File: src/rtl/core/ple_pkg.sv
package ple_pkg;

  localparam int DEPTH = 16;
  localparam int CNT_W = $clog2(DEPTH + 1);
  localparam int IDX_W = (DEPTH > 1) ? $clog2(DEPTH) : 1;
  localparam int CMP_W = (CNT_W > 5) ? CNT_W : 5;
  localparam int DATA_W = 32;

  typedef enum logic [2:0] {
    OP_APPEND = 3'd0,
    OP_INSERT = 3'd1,
    OP_REMOVE = 3'd2,
    OP_SET    = 3'd3,
    OP_GET    = 3'd4
  } op_t;

  typedef enum logic [1:0] {
    ST_DONE  = 2'd0,
    ST_RANGE = 2'd1,
    ST_FULL  = 2'd2
  } status_t;

  typedef struct packed {
    logic              wr;
    logic              ins;
    logic              rem;
    logic [IDX_W-1:0]  pos;
    logic [DATA_W-1:0] value;
  } cell_cmd_t;

endpackage

File: src/rtl/core/ple_cell.sv
module ple_cell
  import ple_pkg::*;
(
  input  logic              clk,
  input  cell_cmd_t         cmd,
  input  logic [IDX_W-1:0]  cell_index,
  input  logic [DATA_W-1:0] prev_q,
  input  logic [DATA_W-1:0] next_q,
  output logic [DATA_W-1:0] q
);

  logic [DATA_W-1:0] q_r;
  logic [DATA_W-1:0] q_nxt;

  always_comb begin
    q_nxt = q_r;
    if (cmd.wr && (cell_index == cmd.pos)) begin
      q_nxt = cmd.value;
    end else if (cmd.ins && (cell_index > cmd.pos)) begin
      q_nxt = prev_q;
    end else if (cmd.rem && (cell_index >= cmd.pos)) begin
      q_nxt = next_q;
    end
  end

  always_ff @(posedge clk) begin
    q_r <= q_nxt;
  end

  assign q = q_r;

endmodule

File: src/rtl/core/ple_chain.sv
module ple_chain
  import ple_pkg::*;
(
  input  logic              clk,
  input  cell_cmd_t         cmd,
  output logic [DATA_W-1:0] cell_q [DEPTH]
);

  genvar i;
  generate
    for (i = 0; i < DEPTH; i++) begin : g_cell
      logic [DATA_W-1:0] prev_q;
      logic [DATA_W-1:0] next_q;

      if (i == 0) begin : g_first
        assign prev_q = '0;
      end else begin : g_prev
        assign prev_q = cell_q[i-1];
      end

      if (i == DEPTH - 1) begin : g_last
        assign next_q = '0;
      end else begin : g_next
        assign next_q = cell_q[i+1];
      end

      ple_cell u_cell (
        .clk       (clk),
        .cmd       (cmd),
        .cell_index(IDX_W'(i)),
        .prev_q    (prev_q),
        .next_q    (next_q),
        .q         (cell_q[i])
      );
    end
  endgenerate

endmodule

File: src/rtl/core/positional_list_engine.sv
// Channel   Ports                                        Handshake
// input     in_operation, in_position, in_item_value     start && !busy
// result    out_read_value, out_entry_count, out_status  out_valid, one cycle
//
// One item is taken in every cycle; busy is never raised.
// The result of an item appears in the cycle after it is accepted.
// Inserts and removes shift the entries from the given position onward at once through the row of cells.
// Reset clears the count; entry contents are undefined until written.
// The receiver cannot stall, so results are never held back.
module positional_list_engine
  import ple_pkg::*;
(
  input  logic              clk,
  input  logic              rst_n,
  input  logic              start,
  output logic              busy,
  input  logic [2:0]        in_operation,
  input  logic [4:0]        in_position,
  input  logic [DATA_W-1:0] in_item_value,
  output logic              out_valid,
  output logic [DATA_W-1:0] out_read_value,
  output logic [4:0]        out_entry_count,
  output logic [1:0]        out_status
);

  logic [CNT_W-1:0]  cnt_r;
  logic [CNT_W-1:0]  cnt_nxt;
  logic              out_valid_r;
  logic [DATA_W-1:0] out_read_value_r;
  logic [DATA_W-1:0] read_nxt;
  logic [4:0]        out_entry_count_r;
  status_t           out_status_r;
  status_t           status_nxt;
  cell_cmd_t         cmd;
  logic [DATA_W-1:0] cell_q [DEPTH];
  logic [CMP_W-1:0]  pos_w;
  logic [CMP_W-1:0]  cnt_w;
  logic [CMP_W-1:0]  cnt_nxt_w;
  logic              full;
  logic              accept;

  assign busy   = 1'b0;
  assign accept = start && !busy;
  assign pos_w  = CMP_W'(in_position);
  assign cnt_w  = CMP_W'(cnt_r);
  assign full   = (cnt_r == CNT_W'(DEPTH));

  always_comb begin
    cnt_nxt    = cnt_r;
    status_nxt = ST_DONE;
    read_nxt   = '0;
    cmd.wr     = 1'b0;
    cmd.ins    = 1'b0;
    cmd.rem    = 1'b0;
    cmd.pos    = pos_w[IDX_W-1:0];
    cmd.value  = in_item_value;
    if (accept) begin
      unique case (op_t'(in_operation))
        OP_APPEND: begin
          if (full) begin
            status_nxt = ST_FULL;
          end else begin
            cmd.wr  = 1'b1;
            cmd.pos = cnt_w[IDX_W-1:0];
            cnt_nxt = cnt_r + CNT_W'(1);
          end
        end
        OP_INSERT: begin
          if (pos_w > cnt_w) begin
            status_nxt = ST_RANGE;
          end else if (full) begin
            status_nxt = ST_FULL;
          end else begin
            cmd.wr  = 1'b1;
            cmd.ins = 1'b1;
            cnt_nxt = cnt_r + CNT_W'(1);
          end
        end
        OP_REMOVE: begin
          if (pos_w >= cnt_w) begin
            status_nxt = ST_RANGE;
          end else begin
            cmd.rem = 1'b1;
            cnt_nxt = cnt_r - CNT_W'(1);
          end
        end
        OP_SET: begin
          if (pos_w >= cnt_w) begin
            status_nxt = ST_RANGE;
          end else begin
            cmd.wr = 1'b1;
          end
        end
        OP_GET: begin
          if (pos_w >= cnt_w) begin
            status_nxt = ST_RANGE;
          end else begin
            read_nxt = cell_q[pos_w[IDX_W-1:0]];
          end
        end
        default: begin
        end
      endcase
    end
  end

  assign cnt_nxt_w = CMP_W'(cnt_nxt);

  ple_chain u_chain (
    .clk   (clk),
    .cmd   (cmd),
    .cell_q(cell_q)
  );

  always_ff @(posedge clk) begin
    if (!rst_n) begin
      cnt_r       <= '0;
      out_valid_r <= 1'b0;
    end else begin
      cnt_r       <= cnt_nxt;
      out_valid_r <= accept;
    end
    out_read_value_r  <= read_nxt;
    out_entry_count_r <= cnt_nxt_w[4:0];
    out_status_r      <= status_nxt;
  end

  assign out_valid       = out_valid_r;
  assign out_read_value  = out_read_value_r;
  assign out_entry_count = out_entry_count_r;
  assign out_status      = out_status_r;

  a_count_bound: assert property (@(posedge clk) disable iff (!rst_n)
    cnt_r <= CNT_W'(DEPTH))
    else $error("entry count exceeds capacity");

  a_result_follows: assert property (@(posedge clk) disable iff (!rst_n)
    accept |=> out_valid)
    else $error("accepted item produced no result");

  a_no_spurious: assert property (@(posedge clk) disable iff (!rst_n)
    !accept |=> !out_valid)
    else $error("result without an accepted item");

  a_full_status: assert property (@(posedge clk) disable iff (!rst_n)
    (out_valid && (out_status == ST_FULL)) |-> (cnt_r == CNT_W'(DEPTH)))
    else $error("full status while list is not full");

  a_read_done: assert property (@(posedge clk) disable iff (!rst_n)
    (out_valid && (out_read_value != '0)) |-> (out_status == ST_DONE))
    else $error("read value returned with an error status");

endmodule

File: config.mk
export PLATFORM = sky130hd
export DESIGN_NAME = positional_list_engine
export DESIGN_NICKNAME = d
export VERILOG_FILES = /design/src/rtl/core/ple_pkg.sv /design/src/rtl/core/ple_cell.sv /design/src/rtl/core/ple_chain.sv /design/src/rtl/core/positional_list_engine.sv
export SDC_FILE = /design/constraint.sdc
export NUM_CORES = 1
export LEC_CHECK = 0
export ABC_AREA = 1
export BUFFER_PORTS_ARGS = -buffer_cell sky130_fd_sc_hd__buf_2
export CAP_MARGIN = 5
export CORE_ASPECT_RATIO = 0.7
export CORE_MARGIN = 3
export CORE_UTILIZATION = 40
export DETAILED_ROUTE_END_ITERATION = 10
export GPL_ROUTABILITY_DRIVEN = 1
export PLACE_DENSITY = 0.66
export SLEW_MARGIN = 5
export SYNTH_ARGS = -nofsm -noshare
export SYNTH_HDL_FRONTEND = slang
export SYNTH_HIERARCHICAL = 1
export SYNTH_SLANG_ARGS = --single-unit
File: constraint.sdc
create_clock -name clk -period 5.5 [get_ports clk]
set_input_delay 0 -clock clk [delete_from_list [all_inputs] [get_ports clk]]
set_output_delay 0 -clock clk [all_outputs]
set_load 0.005 [all_outputs]
==> results.sh <==
export IMPL_numCtsBuffers=57
export IMPL_p_int_mw=7.48
export IMPL_cpMaxStageDelayCell="buf_4"
export IMPL_synth_top_area_share_pct=35.4
export IMPL_fin_crit_sh_pct=74.4
export IMPL_num_io_pins=84
export IMPL_hpwl_um=90000
export IMPL_synth_cell_types=36
export IMPL_rsz0062_at_grt="false"
export IMPL_arrival_ps=4390
export IMPL_coreArea_sq_um=107000
export IMPL_worst_r2r_endpoint="u_chain/g_cell[13].u_cell/q[5]"
export IMPL_wl_um=124000
export IMPL_powerDensity_nw_per_um2=226
export IMPL_switching_share_pct=28.0
export IMPL_via_per_inst=5.20
export IMPL_antenna_found_initial=1
export IMPL_tns_ps=0
export IMPL_maxSlewHeadroom_pct=21.7
export IMPL_antenna_cells=0
export IMPL_leakage_nw=22.8
export IMPL_yosysWarnings=6
export IMPL_initial_utilization_pct=40.6
export IMPL_io_buffers=82
export IMPL_yosys_top_cells_area="edfxtp_1, nand3_1, nand2_1, inv_1, nand2_2"
export IMPL_cp_max_fo=34
export IMPL_fin_worst_skew_ps=27.1
export IMPL_cts_sinks=557
export IMPL_drt_iter0_drc=4113
export IMPL_cpMostUsedCell="inv_1"
export IMPL_total_power_mw=10.4
export IMPL_reg2reg_depth=18
export IMPL_cts_buffer_depth=3
export IMPL_min_delay_path_depth=7
export IMPL_post_place_ws_ps=1480
export IMPL_grt_ovfl_total=0
export IMPL_critPathRequiredTime_ps=5800
export IMPL_synthCells=5918
export IMPL_hold_viol=0
export IMPL_ys_seq_area_share_pct=37.5
export IMPL_die_area_sq_um=113000
export IMPL_h_tree_depth=2
export IMPL_grt_pass1_wl_um=198000
export IMPL_vdd_drop_max_mv=0.218
export IMPL_place_gp_congestion=0.854
export IMPL_ys_seq_elements=557
export IMPL_cp_cell_sequence="inv_1, ha_1, inv_1, nor3_1, inv_2, nor2_2, nor2_1, o22ai_1, buf_4, inv_1, ha_1, nand2_2, nor2_4, nand2_4, nand2_1, o22ai_1, inv_1, buf_4"
export IMPL_die_w_um=400
export IMPL_multi_input_area_sq_um=20100
export IMPL_fin_crit_ps=4090
export IMPL_grt_start_max_net_pins=200
export IMPL_nNetsFinal=6039
export IMPL_fillCellCount=11000
export IMPL_cts_resized=0
export IMPL_cts_root_buffer="clkbuf_16"
export IMPL_die_y_um=282
export IMPL_report_final_slew_viol_count=0
export IMPL_drive_above_1_share_pct=14.3
export IMPL_wl_per_cell_um=16.7
export IMPL_hold_slack_ps=43.6
export IMPL_grt_pass1_vias=36200
export IMPL_pwr_share_comb_pct=13.1
export IMPL_worstHoldEndpoint="out_read_value[25]"
export IMPL_p_seq_share_pct=45.4
export IMPL_final_setup_worst_slack_ps=1410
export IMPL_cts_tree="done"
export IMPL_syn_area_sq_um=43400
export IMPL_power_frac_clock_pct=41.5
export IMPL_route_detailed_drc=0
export IMPL_status="completed"
export IMPL_reg2reg_slack_ps=1410
export IMPL_switchingPower_mw=2.91
export IMPL_r2r_start="cnt_r[0]"
export IMPL_grt_usage_pct=21.5
export IMPL_path_class="flip-flop to flip-flop"
export IMPL_max_stage_delay_ps=430
export IMPL_max_slew_worst_pin_slew_ps=1180
export IMPL_insertion_delay_ps=670
export IMPL_row_count=100
export IMPL_antenna_left=0
export IMPL_hold_path_class="input port to flip-flop"
export IMPL_avgSynthCellArea_sq_um=7.34
export IMPL_end_kind="flip-flop"
export IMPL_firstDrtPassIters=6
export IMPL_seqCellArea_sq_um=16300
export IMPL_cap_violations=0
export IMPL_setup_viol=0
export IMPL_max_freq_ghz=0.244
export IMPL_detailroute_via_count=38500
export IMPL_syn2layout_area_growth_pct=5.90
export IMPL_hp_start="in_position[1]"
export IMPL_yosysTopAreaCell="edfxtp_1"
export IMPL_cts_clk_slew_worst_paths_ps=60
export IMPL_critPathLaunchType="flip-flop"
[cells in the mapped netlist (all sizes together)]
library cell,instances
a21oi,24
a31oi,1
buf,269
clkbuf,74
clkinv,17
conb,3
dfxtp,45
edfxtp,512
ha,71
inv,1215
mux2i,55
nand2,1832
nand3,1048
nand4,2
nor2,357
nor3,1
o211ai,55
o21ai,243
o22ai,73
o32ai,18
xor2,3
[power by group through the flow]
stage / clock (mW) / sequential [mW] / combinational [mW]
6_report: 4.32 / 4.72 / 1.36
3_3_place_gp: 0 / 4.81 / 1.28
2_1_floorplan: 0 / 4.79 / 0.957
4_1_cts: 4.39 / 4.72 / 1.34
3_5_place_dp: 0 / 4.81 / 1.31
5_1_grt: 4.55 / 4.72 / 1.51
[cell families (layout without fill, tap and decap cells)]
family / Yosys count / in the layout / share of synthesized area, %
compound gates: 414 / 414 / 5.45
xor+xnor: 3 / 3 / 0.0605
fa+ha+maj: 71 / 71 / 2.04
buf+inv: 1575 / 1502 / 17.4
flops: 557 / 557 / 37.5
mux: 55 / 55 / 1.27
other cells: 3 / 129 / 0.0259
simple gates: 3240 / 3240 / 36.3
[stage by stage]
stage                     cells  utilization (%)  area [sq um]
after global routing       7399             43.0         46000
after floorplan            6044                -         43900
after CTS                  7399             43.0         46000
final                      7399             43.0         46000
after detailed placement   7253             40.7         43600
after global placement     7253             40.7         43600
[flip-flops by register name, indices dropped and copies added, names as in the netlist]
register and flops:
out_status 2, u_chain/g_cell.u_cell/q 512, out_entry_count 5, out_valid 1, out_read_value 32, cnt_r 5
[per-layer routing]
layer,track usage [%],part of all wire (%),routed length (um)
met2,32.8,42,52400
met5,0,0.011,13
met4,4.43,1.7,2090
met1,32.4,48,59000
met3,2.59,8.1,10100
[worst max-delay path: cells and delay by family, from the launching register on]
family	cells	cell delay, ps
fa+ha+maj	2	500
simple gates	7	1350
buf+inv	7	1150
flops	1	360
compound gates	2	330
[final cells by class]
class	instances	share of cell area, %
clock inverter	27	0.576
tap	1428	3.88
inverter	1232	10.1
clock buffer	78	3.84
multi-input combinational	3912	43.7
sequential	557	35.4
timing repair buffer	165	2.53
[repair_timing]
item	in CTS	in global routing
endpoints found under the hold margin	525	0
setup buffers	0	0
hold buffers	41	0
endpoints found under the setup margin	0	0
[how the worst max path moves through the flow]
stage	startpoint	end	slack, ps	depth (start not counted)
6_report	cnt_r[0]	u_chain/g_cell[13].u_cell/q[5]	1410	18
5_1_grt	cnt_r[0]	u_chain/g_cell[14].u_cell/q[13]	1020	16
4_1_cts	cnt_r[0]	u_chain/g_cell[13].u_cell/q[20]	1470	18
3_5_place_dp	in_position[0]	u_chain/g_cell[1].u_cell/q[7]	1480	14
3_3_place_gp	cnt_r[0]	u_chain/g_cell[14].u_cell/q[5]	1540	16
2_1_floorplan	cnt_r[2]	u_chain/g_cell[0].u_cell/q[0]	340	14
[placed cells by master (no fill, tap or decap), types with 65 or more instances in the layout]
cell type	instances
nand2_1	1288
inv_1	1206
nand3_1	1015
edfxtp_1	512
nand2_2	496
nor2_1	324
o21ai_0	178
conb_1	129
buf_2	80
o22ai_1	73
ha_1	71
clkbuf_16	67
o21ai_1	65
Note: power is estimated with default switching activity, not from simulation.
